$ cat src/rtl/dktt_pkg.sv
`default_nettype none

package dktt_pkg;

    // table size and derived widths
    localparam int DEPTH   = 32;
    localparam int IDX_W   = $clog2(DEPTH);
    localparam int CNT_W   = $clog2(DEPTH + 1);

    // field widths
    localparam int KIND_W  = 3;
    localparam int STAT_W  = 3;
    localparam int PRIO_W  = 7;
    localparam int HOUR_W  = 5;
    localparam int MIN_W   = 6;
    localparam int SEC_W   = 6;
    localparam int LABEL_W = 16;
    localparam int TIME_W  = HOUR_W + MIN_W + SEC_W;

    // ordering key: time or inverted priority, then slot index
    localparam int KEY_W   = TIME_W + IDX_W;
    localparam int PAD_W   = TIME_W - PRIO_W;

    // command codes
    localparam logic [KIND_W-1:0] KIND_ADD    = 3'd0;
    localparam logic [KIND_W-1:0] KIND_EXEC   = 3'd1;
    localparam logic [KIND_W-1:0] KIND_NEXT   = 3'd2;
    localparam logic [KIND_W-1:0] KIND_CHANGE = 3'd3;
    localparam logic [KIND_W-1:0] KIND_PRINT  = 3'd4;

    // status codes
    localparam logic [STAT_W-1:0] ST_OK       = 3'd0;
    localparam logic [STAT_W-1:0] ST_NODATA   = 3'd1;
    localparam logic [STAT_W-1:0] ST_EMPTY    = 3'd2;
    localparam logic [STAT_W-1:0] ST_FULL     = 3'd3;
    localparam logic [STAT_W-1:0] ST_NOTFOUND = 3'd4;

    typedef struct packed {
        logic [PRIO_W-1:0]  prio;
        logic [HOUR_W-1:0]  hour;
        logic [MIN_W-1:0]   minute;
        logic [SEC_W-1:0]   second;
        logic [LABEL_W-1:0] label;
    } t_entry;

    typedef struct packed {
        logic             before_best;
        logic             after_prev;
        logic             hit;
        logic [KEY_W-1:0] cand_key;
    } t_cmp_res;

endpackage

`default_nettype wire

$ cat src/rtl/dktt_mem.sv
`default_nettype none

module dktt_mem (
    input  wire                         i_clk,
    input  wire                         i_we,
    input  wire [dktt_pkg::IDX_W-1:0]   i_waddr,
    input  wire dktt_pkg::t_entry       i_wdata,
    input  wire                         i_re,
    input  wire [dktt_pkg::IDX_W-1:0]   i_raddr,
    output dktt_pkg::t_entry            o_rdata
);

    dktt_pkg::t_entry r_mem [dktt_pkg::DEPTH];
    dktt_pkg::t_entry r_rdata;

    // write port
    always_ff @(posedge i_clk) begin
        if (i_we) begin
            r_mem[i_waddr] <= i_wdata;
        end
    end

    // registered read port
    always_ff @(posedge i_clk) begin
        if (i_re) begin
            r_rdata <= r_mem[i_raddr];
        end
    end

    assign o_rdata = r_rdata;

endmodule

`default_nettype wire

$ cat src/rtl/dktt_cmp.sv
`default_nettype none

module dktt_cmp (
    input  wire dktt_pkg::t_entry           i_cand,
    input  wire [dktt_pkg::IDX_W-1:0]       i_cand_idx,
    input  wire                             i_by_time,
    input  wire [dktt_pkg::KEY_W-1:0]       i_best_key,
    input  wire [dktt_pkg::KEY_W-1:0]       i_prev_key,
    input  wire [dktt_pkg::PRIO_W-1:0]      i_key_prio,
    input  wire [dktt_pkg::TIME_W-1:0]      i_key_time,
    output dktt_pkg::t_cmp_res              o_res
);

    logic [dktt_pkg::TIME_W-1:0] cand_time;
    logic [dktt_pkg::KEY_W-1:0]  cand_key;

    // hour, minute and second are concatenated with hour in the upper bits, so the
    // time orders by hour first, then minute, then second
    assign cand_time = {i_cand.hour, i_cand.minute, i_cand.second};

    // smaller key comes first: earliest time, or highest priority, then lowest slot
    assign cand_key = i_by_time ? {cand_time, i_cand_idx}
                                : {{dktt_pkg::PAD_W{1'b0}}, ~i_cand.prio, i_cand_idx};

    assign o_res.cand_key    = cand_key;
    assign o_res.before_best = cand_key < i_best_key;
    assign o_res.after_prev  = cand_key > i_prev_key;
    assign o_res.hit         = i_by_time ? (cand_time == i_key_time)
                                         : (i_cand.prio == i_key_prio);

endmodule

`default_nettype wire

$ cat src/rtl/dual_key_task_table_top.sv
// dual_key_task_table_top: task table of 32 entries with priority and time order.
// Input channel: i_in_valid / o_in_stall with the command fields; an item is taken
// when valid is high and stall is low. Output channel: o_out_valid / i_out_stall,
// one result item per handshake, o_last marks the final result of a command.
// Add, unknown commands and any command on an empty table skip the scan; their
// result goes through the response register to the output register. Exec, next
// and change scan the table through one read port of the entry memory, one slot
// a cycle; exec then moves the later slots down, one slot a cycle. Print runs one
// full scan per result and gives one result for each of the N stored entries.
// The input stalls while a command is in progress; it is taken again as soon as
// the last result sits in the output register and, for exec, the later slots
// have moved down, even if the result is not yet taken.
// A stalled output holds its result and holds the sequencer before the next one.
// Reset empties the table and drops any pending result; the entry memory
// itself is not cleared, only slots below the entry count are read.
`default_nettype none

module dual_key_task_table_top (
    input  wire                             i_clk,
    input  wire                             i_rst_n,
    input  wire                             i_in_valid,
    output logic                            o_in_stall,
    input  wire [dktt_pkg::KIND_W-1:0]      i_kind,
    input  wire                             i_by_time,
    input  wire [dktt_pkg::PRIO_W-1:0]      i_key_prio,
    input  wire [dktt_pkg::HOUR_W-1:0]      i_key_hour,
    input  wire [dktt_pkg::MIN_W-1:0]       i_key_minute,
    input  wire [dktt_pkg::SEC_W-1:0]       i_key_second,
    input  wire [dktt_pkg::LABEL_W-1:0]     i_entry_label,
    input  wire [dktt_pkg::PRIO_W-1:0]      i_new_prio,
    input  wire [dktt_pkg::HOUR_W-1:0]      i_new_hour,
    input  wire [dktt_pkg::MIN_W-1:0]       i_new_minute,
    input  wire [dktt_pkg::SEC_W-1:0]       i_new_second,
    output logic                            o_out_valid,
    input  wire                             i_out_stall,
    output logic [dktt_pkg::STAT_W-1:0]     o_status,
    output logic [dktt_pkg::PRIO_W-1:0]     o_out_prio,
    output logic [dktt_pkg::HOUR_W-1:0]     o_out_hour,
    output logic [dktt_pkg::MIN_W-1:0]      o_out_minute,
    output logic [dktt_pkg::SEC_W-1:0]      o_out_second,
    output logic [dktt_pkg::LABEL_W-1:0]    o_out_label,
    output logic                            o_last
);

    localparam logic [1:0] S_IDLE  = 2'd0;
    localparam logic [1:0] S_SCAN  = 2'd1;
    localparam logic [1:0] S_RESP  = 2'd2;
    localparam logic [1:0] S_SHIFT = 2'd3;

    localparam int IDX_W  = dktt_pkg::IDX_W;
    localparam int CNT_W  = dktt_pkg::CNT_W;
    localparam int KEY_W  = dktt_pkg::KEY_W;
    localparam int TIME_W = dktt_pkg::TIME_W;

    // control state
    logic [1:0]       r_state,     n_state;
    logic [1:0]       r_after,     n_after;
    logic [CNT_W-1:0] r_count,     n_count;
    logic [CNT_W-1:0] r_iss,       n_iss;
    logic [CNT_W-1:0] r_pass,      n_pass;
    logic             r_dv,        n_dv;
    logic             r_best_ok,   n_best_ok;
    logic             r_hit,       n_hit;
    logic             r_have_prev, n_have_prev;
    logic             r_out_valid, n_out_valid;

    // command and scan data
    logic [dktt_pkg::KIND_W-1:0]  r_kind,      n_kind;
    logic                         r_by_time,   n_by_time;
    logic [dktt_pkg::PRIO_W-1:0]  r_key_prio,  n_key_prio;
    logic [TIME_W-1:0]            r_key_time,  n_key_time;
    logic [dktt_pkg::PRIO_W-1:0]  r_new_prio,  n_new_prio;
    logic [TIME_W-1:0]            r_new_time,  n_new_time;
    logic [IDX_W-1:0]             r_didx,      n_didx;
    logic [KEY_W-1:0]             r_best_key,  n_best_key;
    logic [IDX_W-1:0]             r_best_idx,  n_best_idx;
    dktt_pkg::t_entry             r_best_ent,  n_best_ent;
    logic [IDX_W-1:0]             r_hit_idx,   n_hit_idx;
    dktt_pkg::t_entry             r_hit_ent,   n_hit_ent;
    logic [KEY_W-1:0]             r_prev_key,  n_prev_key;
    logic [dktt_pkg::STAT_W-1:0]  r_res_status, n_res_status;
    logic                         r_res_last,  n_res_last;
    dktt_pkg::t_entry             r_res_ent,   n_res_ent;
    logic [dktt_pkg::STAT_W-1:0]  r_out_status, n_out_status;
    logic                         r_out_last,  n_out_last;
    dktt_pkg::t_entry             r_out_ent,   n_out_ent;

    // memory and compare unit hookup
    logic                 mem_we;
    logic [IDX_W-1:0]     mem_waddr;
    dktt_pkg::t_entry     mem_wdata;
    logic                 mem_re;
    logic [IDX_W-1:0]     mem_raddr;
    dktt_pkg::t_entry     mem_rdata;
    dktt_pkg::t_entry     add_ent;
    dktt_pkg::t_entry     chg_ent;
    dktt_pkg::t_cmp_res   cmp;

    logic in_acc;
    logic out_free;
    logic scan_end;
    logic elig;
    logic print_last;

    dktt_mem u_mem (
        .i_clk   (i_clk),
        .i_we    (mem_we),
        .i_waddr (mem_waddr),
        .i_wdata (mem_wdata),
        .i_re    (mem_re),
        .i_raddr (mem_raddr),
        .o_rdata (mem_rdata)
    );

    dktt_cmp u_cmp (
        .i_cand     (mem_rdata),
        .i_cand_idx (r_didx),
        .i_by_time  (r_by_time),
        .i_best_key (r_best_key),
        .i_prev_key (r_prev_key),
        .i_key_prio (r_key_prio),
        .i_key_time (r_key_time),
        .o_res      (cmp)
    );

    // handshake
    assign o_in_stall = (r_state != S_IDLE);
    assign in_acc     = i_in_valid && !o_in_stall;
    assign out_free   = !r_out_valid || !i_out_stall;

    // scan bookkeeping
    assign scan_end   = (r_iss == r_count) && !r_dv;
    assign elig       = !r_have_prev || cmp.after_prev;
    assign print_last = (r_pass == (r_count - CNT_W'(1)));

    // new entry from the input ports
    assign add_ent.prio   = i_key_prio;
    assign add_ent.hour   = i_key_hour;
    assign add_ent.minute = i_key_minute;
    assign add_ent.second = i_key_second;
    assign add_ent.label  = i_entry_label;

    // rewritten entry for change
    always_comb begin
        chg_ent = r_hit_ent;
        if (r_by_time) begin
            {chg_ent.hour, chg_ent.minute, chg_ent.second} = r_new_time;
        end else begin
            chg_ent.prio = r_new_prio;
        end
    end

    // sequencer
    always_comb begin
        n_state      = r_state;
        n_after      = r_after;
        n_count      = r_count;
        n_iss        = r_iss;
        n_pass       = r_pass;
        n_dv         = r_dv;
        n_best_ok    = r_best_ok;
        n_hit        = r_hit;
        n_have_prev  = r_have_prev;
        n_out_valid  = r_out_valid;
        n_kind       = r_kind;
        n_by_time    = r_by_time;
        n_key_prio   = r_key_prio;
        n_key_time   = r_key_time;
        n_new_prio   = r_new_prio;
        n_new_time   = r_new_time;
        n_didx       = r_didx;
        n_best_key   = r_best_key;
        n_best_idx   = r_best_idx;
        n_best_ent   = r_best_ent;
        n_hit_idx    = r_hit_idx;
        n_hit_ent    = r_hit_ent;
        n_prev_key   = r_prev_key;
        n_res_status = r_res_status;
        n_res_last   = r_res_last;
        n_res_ent    = r_res_ent;
        n_out_status = r_out_status;
        n_out_last   = r_out_last;
        n_out_ent    = r_out_ent;
        mem_we       = 1'b0;
        mem_waddr    = r_didx - IDX_W'(1);
        mem_wdata    = mem_rdata;
        mem_re       = 1'b0;
        mem_raddr    = r_iss[IDX_W-1:0];

        // output register drains
        if (r_out_valid && !i_out_stall) begin
            n_out_valid = 1'b0;
        end

        unique case (r_state)
            S_IDLE: begin
                if (in_acc) begin
                    n_kind     = i_kind;
                    n_by_time  = i_by_time;
                    n_key_prio = i_key_prio;
                    n_key_time = {i_key_hour, i_key_minute, i_key_second};
                    n_new_prio = i_new_prio;
                    n_new_time = {i_new_hour, i_new_minute, i_new_second};
                    n_res_ent  = '0;
                    n_res_last = 1'b1;
                    n_after    = S_IDLE;
                    priority if (i_kind > dktt_pkg::KIND_PRINT) begin
                        n_res_status = dktt_pkg::ST_NODATA;
                        n_state      = S_RESP;
                    end else if (i_kind == dktt_pkg::KIND_ADD) begin
                        if (r_count == CNT_W'(dktt_pkg::DEPTH)) begin
                            n_res_status = dktt_pkg::ST_FULL;
                        end else begin
                            mem_we       = 1'b1;
                            mem_waddr    = r_count[IDX_W-1:0];
                            mem_wdata    = add_ent;
                            n_count      = r_count + CNT_W'(1);
                            n_res_status = dktt_pkg::ST_NODATA;
                        end
                        n_state = S_RESP;
                    end else if (r_count == '0) begin
                        n_res_status = dktt_pkg::ST_EMPTY;
                        n_state      = S_RESP;
                    end else begin
                        n_iss       = '0;
                        n_dv        = 1'b0;
                        n_best_ok   = 1'b0;
                        n_hit       = 1'b0;
                        n_have_prev = 1'b0;
                        n_pass      = '0;
                        n_state     = S_SCAN;
                    end
                end
            end

            S_SCAN: begin
                // issue one read a cycle
                mem_re = (r_iss < r_count);
                n_dv   = mem_re;
                n_didx = r_iss[IDX_W-1:0];
                if (mem_re) begin
                    n_iss = r_iss + CNT_W'(1);
                end
                // compare the slot read last cycle
                if (r_dv) begin
                    if (elig && (!r_best_ok || cmp.before_best)) begin
                        n_best_ok  = 1'b1;
                        n_best_key = cmp.cand_key;
                        n_best_idx = r_didx;
                        n_best_ent = mem_rdata;
                    end
                    if (cmp.hit && !r_hit) begin
                        n_hit     = 1'b1;
                        n_hit_idx = r_didx;
                        n_hit_ent = mem_rdata;
                    end
                end
                // finish the pass
                if (scan_end) begin
                    n_state    = S_RESP;
                    n_after    = S_IDLE;
                    n_res_last = 1'b1;
                    n_res_ent  = '0;
                    priority if (r_kind == dktt_pkg::KIND_CHANGE) begin
                        if (r_hit) begin
                            mem_we       = 1'b1;
                            mem_waddr    = r_hit_idx;
                            mem_wdata    = chg_ent;
                            n_res_status = dktt_pkg::ST_NODATA;
                        end else begin
                            n_res_status = dktt_pkg::ST_NOTFOUND;
                        end
                    end else if (r_kind == dktt_pkg::KIND_PRINT) begin
                        n_res_status = dktt_pkg::ST_OK;
                        n_res_ent    = r_best_ent;
                        n_res_last   = print_last;
                        n_after      = print_last ? S_IDLE : S_SCAN;
                        n_prev_key   = r_best_key;
                        n_have_prev  = 1'b1;
                        n_pass       = r_pass + CNT_W'(1);
                        n_iss        = '0;
                        n_best_ok    = 1'b0;
                    end else begin
                        n_res_status = dktt_pkg::ST_OK;
                        n_res_ent    = r_best_ent;
                        if (r_kind == dktt_pkg::KIND_EXEC) begin
                            n_after = S_SHIFT;
                            n_iss   = CNT_W'(r_best_idx) + CNT_W'(1);
                        end
                    end
                end
            end

            S_RESP: begin
                if (out_free) begin
                    n_out_valid  = 1'b1;
                    n_out_status = r_res_status;
                    n_out_last   = r_res_last;
                    n_out_ent    = r_res_ent;
                    n_state      = r_after;
                end
            end

            S_SHIFT: begin
                // move each later slot down by one
                mem_re = (r_iss < r_count);
                n_dv   = mem_re;
                n_didx = r_iss[IDX_W-1:0];
                if (mem_re) begin
                    n_iss = r_iss + CNT_W'(1);
                end
                if (r_dv) begin
                    mem_we = 1'b1;
                end
                if (scan_end) begin
                    n_count = r_count - CNT_W'(1);
                    n_state = S_IDLE;
                end
            end

            default: begin
                n_state = S_IDLE;
            end
        endcase
    end

    // control registers
    always_ff @(posedge i_clk) begin
        if (!i_rst_n) begin
            r_state     <= S_IDLE;
            r_after     <= S_IDLE;
            r_count     <= '0;
            r_iss       <= '0;
            r_pass      <= '0;
            r_dv        <= 1'b0;
            r_best_ok   <= 1'b0;
            r_hit       <= 1'b0;
            r_have_prev <= 1'b0;
            r_out_valid <= 1'b0;
        end else begin
            r_state     <= n_state;
            r_after     <= n_after;
            r_count     <= n_count;
            r_iss       <= n_iss;
            r_pass      <= n_pass;
            r_dv        <= n_dv;
            r_best_ok   <= n_best_ok;
            r_hit       <= n_hit;
            r_have_prev <= n_have_prev;
            r_out_valid <= n_out_valid;
        end
    end

    // data registers
    always_ff @(posedge i_clk) begin
        r_kind       <= n_kind;
        r_by_time    <= n_by_time;
        r_key_prio   <= n_key_prio;
        r_key_time   <= n_key_time;
        r_new_prio   <= n_new_prio;
        r_new_time   <= n_new_time;
        r_didx       <= n_didx;
        r_best_key   <= n_best_key;
        r_best_idx   <= n_best_idx;
        r_best_ent   <= n_best_ent;
        r_hit_idx    <= n_hit_idx;
        r_hit_ent    <= n_hit_ent;
        r_prev_key   <= n_prev_key;
        r_res_status <= n_res_status;
        r_res_last   <= n_res_last;
        r_res_ent    <= n_res_ent;
        r_out_status <= n_out_status;
        r_out_last   <= n_out_last;
        r_out_ent    <= n_out_ent;
    end

    // output ports
    assign o_out_valid  = r_out_valid;
    assign o_status     = r_out_status;
    assign o_out_prio   = r_out_ent.prio;
    assign o_out_hour   = r_out_ent.hour;
    assign o_out_minute = r_out_ent.minute;
    assign o_out_second = r_out_ent.second;
    assign o_out_label  = r_out_ent.label;
    assign o_last       = r_out_last;

`ifndef SYNTHESIS
    // entry count never exceeds the table size
    a_count_range: assert property (@(posedge i_clk) disable iff (!i_rst_n)
        r_count <= CNT_W'(dktt_pkg::DEPTH))
        else $error("entry count beyond table size");

    // an accepted add on a non-full table grows the count by one
    a_add_grows: assert property (@(posedge i_clk) disable iff (!i_rst_n)
        (in_acc && i_kind == dktt_pkg::KIND_ADD && r_count != CNT_W'(dktt_pkg::DEPTH))
        |=> (r_count == $past(r_count) + CNT_W'(1)))
        else $error("add did not grow the table");

    // read issue pointer stays within the stored entries
    a_iss_range: assert property (@(posedge i_clk) disable iff (!i_rst_n)
        (r_state == S_SCAN || r_state == S_SHIFT) |-> (r_iss <= r_count))
        else $error("scan pointer past entry count");

    // slot removal only runs on a non-empty table
    a_shift_nonempty: assert property (@(posedge i_clk) disable iff (!i_rst_n)
        (r_state == S_SHIFT) |-> (r_count != '0))
        else $error("shift on empty table");

    // every print pass reports a stored entry
    a_print_pass: assert property (@(posedge i_clk) disable iff (!i_rst_n)
        (r_state == S_SCAN && r_kind == dktt_pkg::KIND_PRINT) |-> (r_pass < r_count))
        else $error("print pass beyond entry count");
`endif

endmodule

`default_nettype wire
$ cat config.mk
export PLATFORM = sky130hd
export DESIGN_NAME = dual_key_task_table_top
export DESIGN_NICKNAME = d
export VERILOG_FILES = /design/src/rtl/dktt_pkg.sv /design/src/rtl/dktt_mem.sv /design/src/rtl/dktt_cmp.sv /design/src/rtl/dual_key_task_table_top.sv
export SDC_FILE = /design/constraint.sdc
export NUM_CORES = 2
export LEC_CHECK = 0
export BUFFER_PORTS_ARGS = -buffer_cell sky130_fd_sc_hd__buf_2
export CORE_MARGIN = 2
export CORE_UTILIZATION = 67
export CTS_CLUSTER_SIZE = 24
export DETAILED_ROUTE_END_ITERATION = 7
export GPL_TIMING_DRIVEN = 0
export HOLD_SLACK_MARGIN = 0.06
export PLACE_DENSITY_LB_ADDON = 0.15
export SLEW_MARGIN = 20
export SYNTH_ARGS = -nofsm -noshare
export SYNTH_HDL_FRONTEND = slang
export SYNTH_HIERARCHICAL = 1
export SYNTH_SLANG_ARGS = --single-unit
$ cat constraint.sdc
create_clock -name i_clk -period 15.4 [get_ports i_clk]
set_input_delay 1.54 -clock i_clk [delete_from_list [all_inputs] [get_ports i_clk]]
set_output_delay 1.54 -clock i_clk [all_outputs]
set_load 0.01 [all_outputs]
-- After elaboration in Yosys (flattened, before gate mapping)
Memories as Yosys holds them, arrays and structs flattened. A register that Yosys moved wholly into a read port is not among the register bits.
Index checks and enable logic that the tools add are counted.
- output and inout bits: 46
- RAM bits: 1280
- memories kept: 1
- bits in registers: 306
- input port bits: 72
- logic and storage cells: 227
- reduce and logical (&&, ||, !) cells: 38
- bitwise logic cells: 2
- order comparisons: 4
- mux-type cells: 106
- equality and inequality tests: 25
- add/subtract/negate cells: 6
- memory list (name ; depth ; bits a word ; rd ports ; clocked after Yosys merged registers in ; write ports ; line ; source):
    u_mem.r_mem ; 32 ; 40 ; 1 ; 1 ; 1 ; dktt_mem.sv:13 ; dktt_pkg::t_entry r_mem [dktt_pkg::DEPTH];
- operators with widths (cell ; number):
    $mux 40 ; 10
    $pmux 40 s2 ; 2
    $mux 6 ; 17
    $mux 5 ; 7
    $mux 1 ; 34
    $mux 2 ; 13
    $ne 2x2->1 const B ; 13
    $pmux 6 s2 ; 2
    $gt 22x22->1 ; 1
    $lt 22x22->1 ; 1
    $mux 22 ; 1
    $mux 3 ; 7
    $add 6x1->6 const B ; 3
    $pmux 6 s3 ; 1
    $eq 17x17->1 ; 1
    $mux 17 ; 1
    $reduce_and 5->1 ; 3
    $eq 6x6->1 ; 2
    $reduce_and 4->1 ; 3
    $pmux 1 s2 ; 5
    $pmux 5 s2 ; 1
    $reduce_and 3->1 ; 3
    $pmux 2 s4 ; 1
    $reduce_and 8->1 ; 1
    31 further kinds ; 48

-- Depth between registers and ports, before layout
- depth after elaboration: 11
- depth in mapped cells: 12
- mapped depth without buffers: 11

-- Cells and area by module
The synthesis kept the hierarchy.
- by module, submodules not included (module ; cells an instance ; area an instance (sq um) ; sequential area each (sq um) ; instances):
    dktt_mem ; 2813 ; 50965.1 ; 39638.0 ; 1
    dual_key_task_table_top ; 781 ; 11932.7 ; 8918.6 ; 1
    dktt_cmp ; 213 ; 1549.0 ; 0.0 ; 1

-- Worst setup path before layout
No wires, ideal clock.
- path kind: input-to-reg
- from: input i_kind[1] (netlist name)
- to: memory u_mem/r_mem[17][0] (netlist name) (enable)
- required time: 14962 ps
- path buffers: 2
- setup slack: 9427 ps
- arrival time: 5536 ps
- setup time: 438 ps
- stages: 11
- cell sequence: or2_2 > inv_1 > ha_1 > inv_1 > a2111oi_4 > buf_2 > buf_2 > a22oi_1 > o21ai_0 > or3b_2 > nor2_1
- elaborated cells on any way between the ends: 12
- those cells by class: order compare (1); mux (10); reduce/logical (1)
- RTL lines (item ; line ; source):
    start: declaration ; dual_key_task_table_top.sv:23 ; input wire [dktt_pkg::KIND_W-1:0] i_kind,
    branches (longest 2 deep; another with $gt 3x3->1) ; - ;
    $mux 5 * ; dual_key_task_table_top.sv:207 ; priority if (i_kind > dktt_pkg::KIND_PRINT) begin
    $mux 5 * ; dual_key_task_table_top.sv:197 ; if (in_acc) begin
    $pmux 5 s2 * ; dual_key_task_table_top.sv:195 ; unique case (r_state)
    net mem_waddr[4] ; dual_key_task_table_top.sv:90 ; logic [IDX_W-1:0] mem_waddr;
    end: declaration ; dktt_mem.sv:13 ;
Mark *: on every way through the listed nets, which the timed path passes.

-- Worst setup path in the final report
- from: input i_kind[1] (netlist name)
- to: memory u_mem/r_mem[12][18] (netlist name) (enable)
- cells in the longest elaborated chain, start to end: 7
- elaborated cells on any way between the ends: 12
- those cells by class: order compare (1); mux (10); reduce/logical (1)
- RTL lines (item ; line ; source):
    branches (longest 2 deep; another with $gt 3x3->1) ; - ;
    $mux 1 * ; dual_key_task_table_top.sv:207 ;
    $mux 1 * ; dual_key_task_table_top.sv:197 ;
    $pmux 1 s3 * ; dual_key_task_table_top.sv:195 ;
    net mem_we ; dual_key_task_table_top.sv:89 ; logic mem_we;
    $mux 1 * ; dktt_mem.sv:18 ; if (i_we) begin
    $mux 1 (implied by the code) * ; dktt_mem.sv:19 ; r_mem[i_waddr] <= i_wdata;
Marked as above.

==> flow_summary_export.csv <==
group,metric,value,unit
outcome,outcome,"complete, no violations",
route,vias_per_cell,6.55,
synth,yosys_warnings,6,
pwr,peakVddDrop,0.000116,V
synth,synth_edf_count,1599,
cells_and_area,final_core_util,77.1,%
route,firstDrtPassIters,5,
clock_network,htree_num_levels,4,
grt,grt.overflow.total,0,
cells_and_area,drive_gt1_share,14.0,%
place,post_dp_cell_area,0.0684,mm2
sta,fin_crit,6230,ps
synth,ys_seq_elements,1626,
place,portBuffers,117,
grt,grt_pass1_wl,230000,um
route,drt_iter0_markers,5083,
place,dp_slack,8610,ps
clock_network,cts_setup_buffers,0,
clock_network,clk_pin_slew_worst_paths,60,ps
route,wl_per_cell,28.9,um
floorplanning,dieArea,0.0987,mm2
sta,final-hold-violation-count,0,
clock_network,tritoncts,"done",
route,drc_errors,0,
synth,synth.most_common_cell,"edfxtp_1",
cells_and_area,layout.nets,4283,
synth,synth.area.top_cells,"edfxtp_1 (75%), mux2i_1 (10%), a22oi_1 (1.6%)",
place,routabilityCongestion,0.906,
clock_network,cts-root-buf,"clkbuf_16",
clock_network,cts_made_buffers,158,
sta,clock_skew,26.6,ps
clock_network,cts_num_sinks,1626,
cells_and_area,synthToLayoutAreaGrowth,13.8,%
sta,hold_ws,416,ps
clock_network,ctsHoldBuffers,0,
worst_setup_path,worstSetupStartpointType,"input port",
synth,synth_common_cells,"edfxtp_1 (1,599), mux2i_1 (674), nand2_1 (186)",
worst_setup_path,crit_type,"in2reg",
route,via_count,36300,
route,postRouteWirelength,160000,um
synth,synth_cell_types,76,
floorplanning,ios,118,
pwr,leakage,23.3,nW
clock_network,clk_path_buf_depth,3,
floorplanning,floorplan.initialDensity,67.7,%
worst_setup_path,path_buf_inv,6,
worst_setup_path,critPathArrivalTime,6680,ps
clock_network,post_cts_resized,0,
sta,relSlewSlack,23.5,%
grt,grt_max_degree,53,
clock_network,clock_latency,770,ps
floorplanning,chipHeight,314,um
sta,setup_ws,9170,ps
grt,grt_pass1_vias,35500,
synth,syn_avg_cell_area,16.9,um2
place,hpwl,104000,um
sta,rsz0062_at_grt,"no",
worst_setup_path,slowest_delay,840,ps
worst_setup_path,crit_family,"simple AND/OR/NAND/NOR gates",
worst_setup_path,worstPathRequired,15840,ps
synth,synth_top_area_cell,"edfxtp_1",
sta,fmax,160,MHz
sta,fin_tns_setup,0,ps
synth,ys_seq_area_share,75.3,%
worst_setup_path,setup.worst_path.end_class,"register",
sta,fin_crit_sh,40.5,%
sta,finalSetupViolCount,0,
floorplanning,core-area,0.0952,mm2
sta,report.final.slew_viol_count,0,
worst_setup_path,crit_chain,"buf_2 > or2_2 > inv_1 > ha_1 > inv_1 > a2111oi_4 > o21ai_1 > clkbuf_1 > nand2_1 > or3b_2 > clkbuf_1 > nor2_4 > buf_12",
synth,yosysTopAreaCellShare,74.5,%
pwr,pwr_density_cell,118,mW/mm2
floorplanning,floorplan.rows,113,
grt,grt.total_usage,32.5,%
worst_hold_path,hold_class,"reg2reg",
grt,antenna_found_initial,3,
worst_setup_path,critPathMaxFanout,21,
synth,synth_cells,3807,
floorplanning,dieWidth,314,um
run,drv_cap,0,
synth,synth_nets,3936,
worst_setup_path,slowest_stage,"a2111oi_4",
route,ant_nets,0,
sta,worstMarginPinSlew,1150,ps
synth,synth_flop_cell,"edfxtp_1",
synth,synth_area,0.0644,mm2
synth,async_flop_share,0,%
cells_and_area,fin_area,0.0733,mm2
==> report_power, final <==
group,internal (mW),total [mW],switching [mW]
logic,0.0453,0.145,0.0997
clock network,2.11,3.68,1.57
registers,4.85,4.86,0.0115
==> metal layers <==
| layer | GRT usage (%) | vias to the layer above | part of all wire, % |
|---|---|---|---|
| met5 | 0 | - | 0 |
| met4 | 13.4 | 0 | 4.1 |
| met3 | 6.23 | 303 | 10 |
| met2 | 50.9 | 2154 | 47 |
| met1 | 45.6 | 18300 | 39 |
| li1 | - | 15600 | - |
==> sequential cells by signal, indices dropped and copies added (netlist names), 7 cells and up <==
| signal | cells |
|---|---|
| o_out_label | 16 |
| chg_ent | 16 |
| r_best_ent | 40 |
| r_hit_ent | 24 |
| u_mem/o_rdata | 40 |
| r_new_time | 17 |
| r_best_key | 22 |
| u_mem/r_mem | 1280 |
| r_res_ent | 40 |
| r_key_time | 17 |
| o_out_prio | 7 |
| r_key_prio | 7 |
| r_prev_key | 22 |
| r_new_prio | 7 |
==> cell families after synthesis <==
logic type / synth area share (%)
DFF: 75.3
muxes: 10.5
and+or+nand+nor: 4.47
AOI/OAI and AO/OA: 5.83
buffers and inverters: 2.20
adders and majority gates: 1.11
xor gates and xnor gates: 0.584
==> cell type report <==
class / instances / area (um2)
diodes: 5 / 12.5
plain buffers: 200 / 1140
clock buffers: 202 / 4320
clock inverters: 82 / 603
fillers: 5180 / 21800
inverters: 74 / 280
multi-input cells: 1907 / 14800
flip-flops and latches: 1626 / 48600
well taps: 1265 / 1580
repair buffers: 187 / 2020
==> stage by stage <==
step	instances	total power, mW
after global routing	5543	8.90
after global placement	5189	5.08
after floorplan	3807	5.02
after CTS	5543	8.71
final	5548	8.68
after detailed placement	5259	5.09
==> cells in the final DEF, fill, tap and decap left out, types with 56 or more instances in the layout <==
master	count
a21oi_1	152
a22o_1	81
a22oi_1	141
buf_2	156
clkbuf_1	122
clkbuf_16	166
edfxtp_1	1599
ha_1	57
inv_1	73
mux2i_1	674
nand2_1	171
nand3_1	141
nor3_1	56
==> path summary, 6_finish.rpt <==
check                      from             endpoint  slack [ps]  cells after the start
setup / recovery      i_kind[1]  u_mem/r_mem[12][18]        9170                     13
hold / removal    r_res_ent[29]        o_out_hour[1]         420                      0
setup reg to reg     r_count[0]  u_mem/r_mem[12][18]        9410                     11
hold reg to reg   r_res_ent[29]        o_out_hour[1]         420                      0
==> worst register-to-register path, cell delays in order (launching register included) <==
cell and delay (ps):
dfxtp_1 560, inv_1 140, ha_1 300, nor4b_2 230
a2111oi_4 940, o21ai_1 550, clkbuf_1 600, nand2_1 300
or3b_2 470, clkbuf_1 460, nor2_4 830, buf_12 290
No activity file was read; power rests on OpenSTA's default activity.
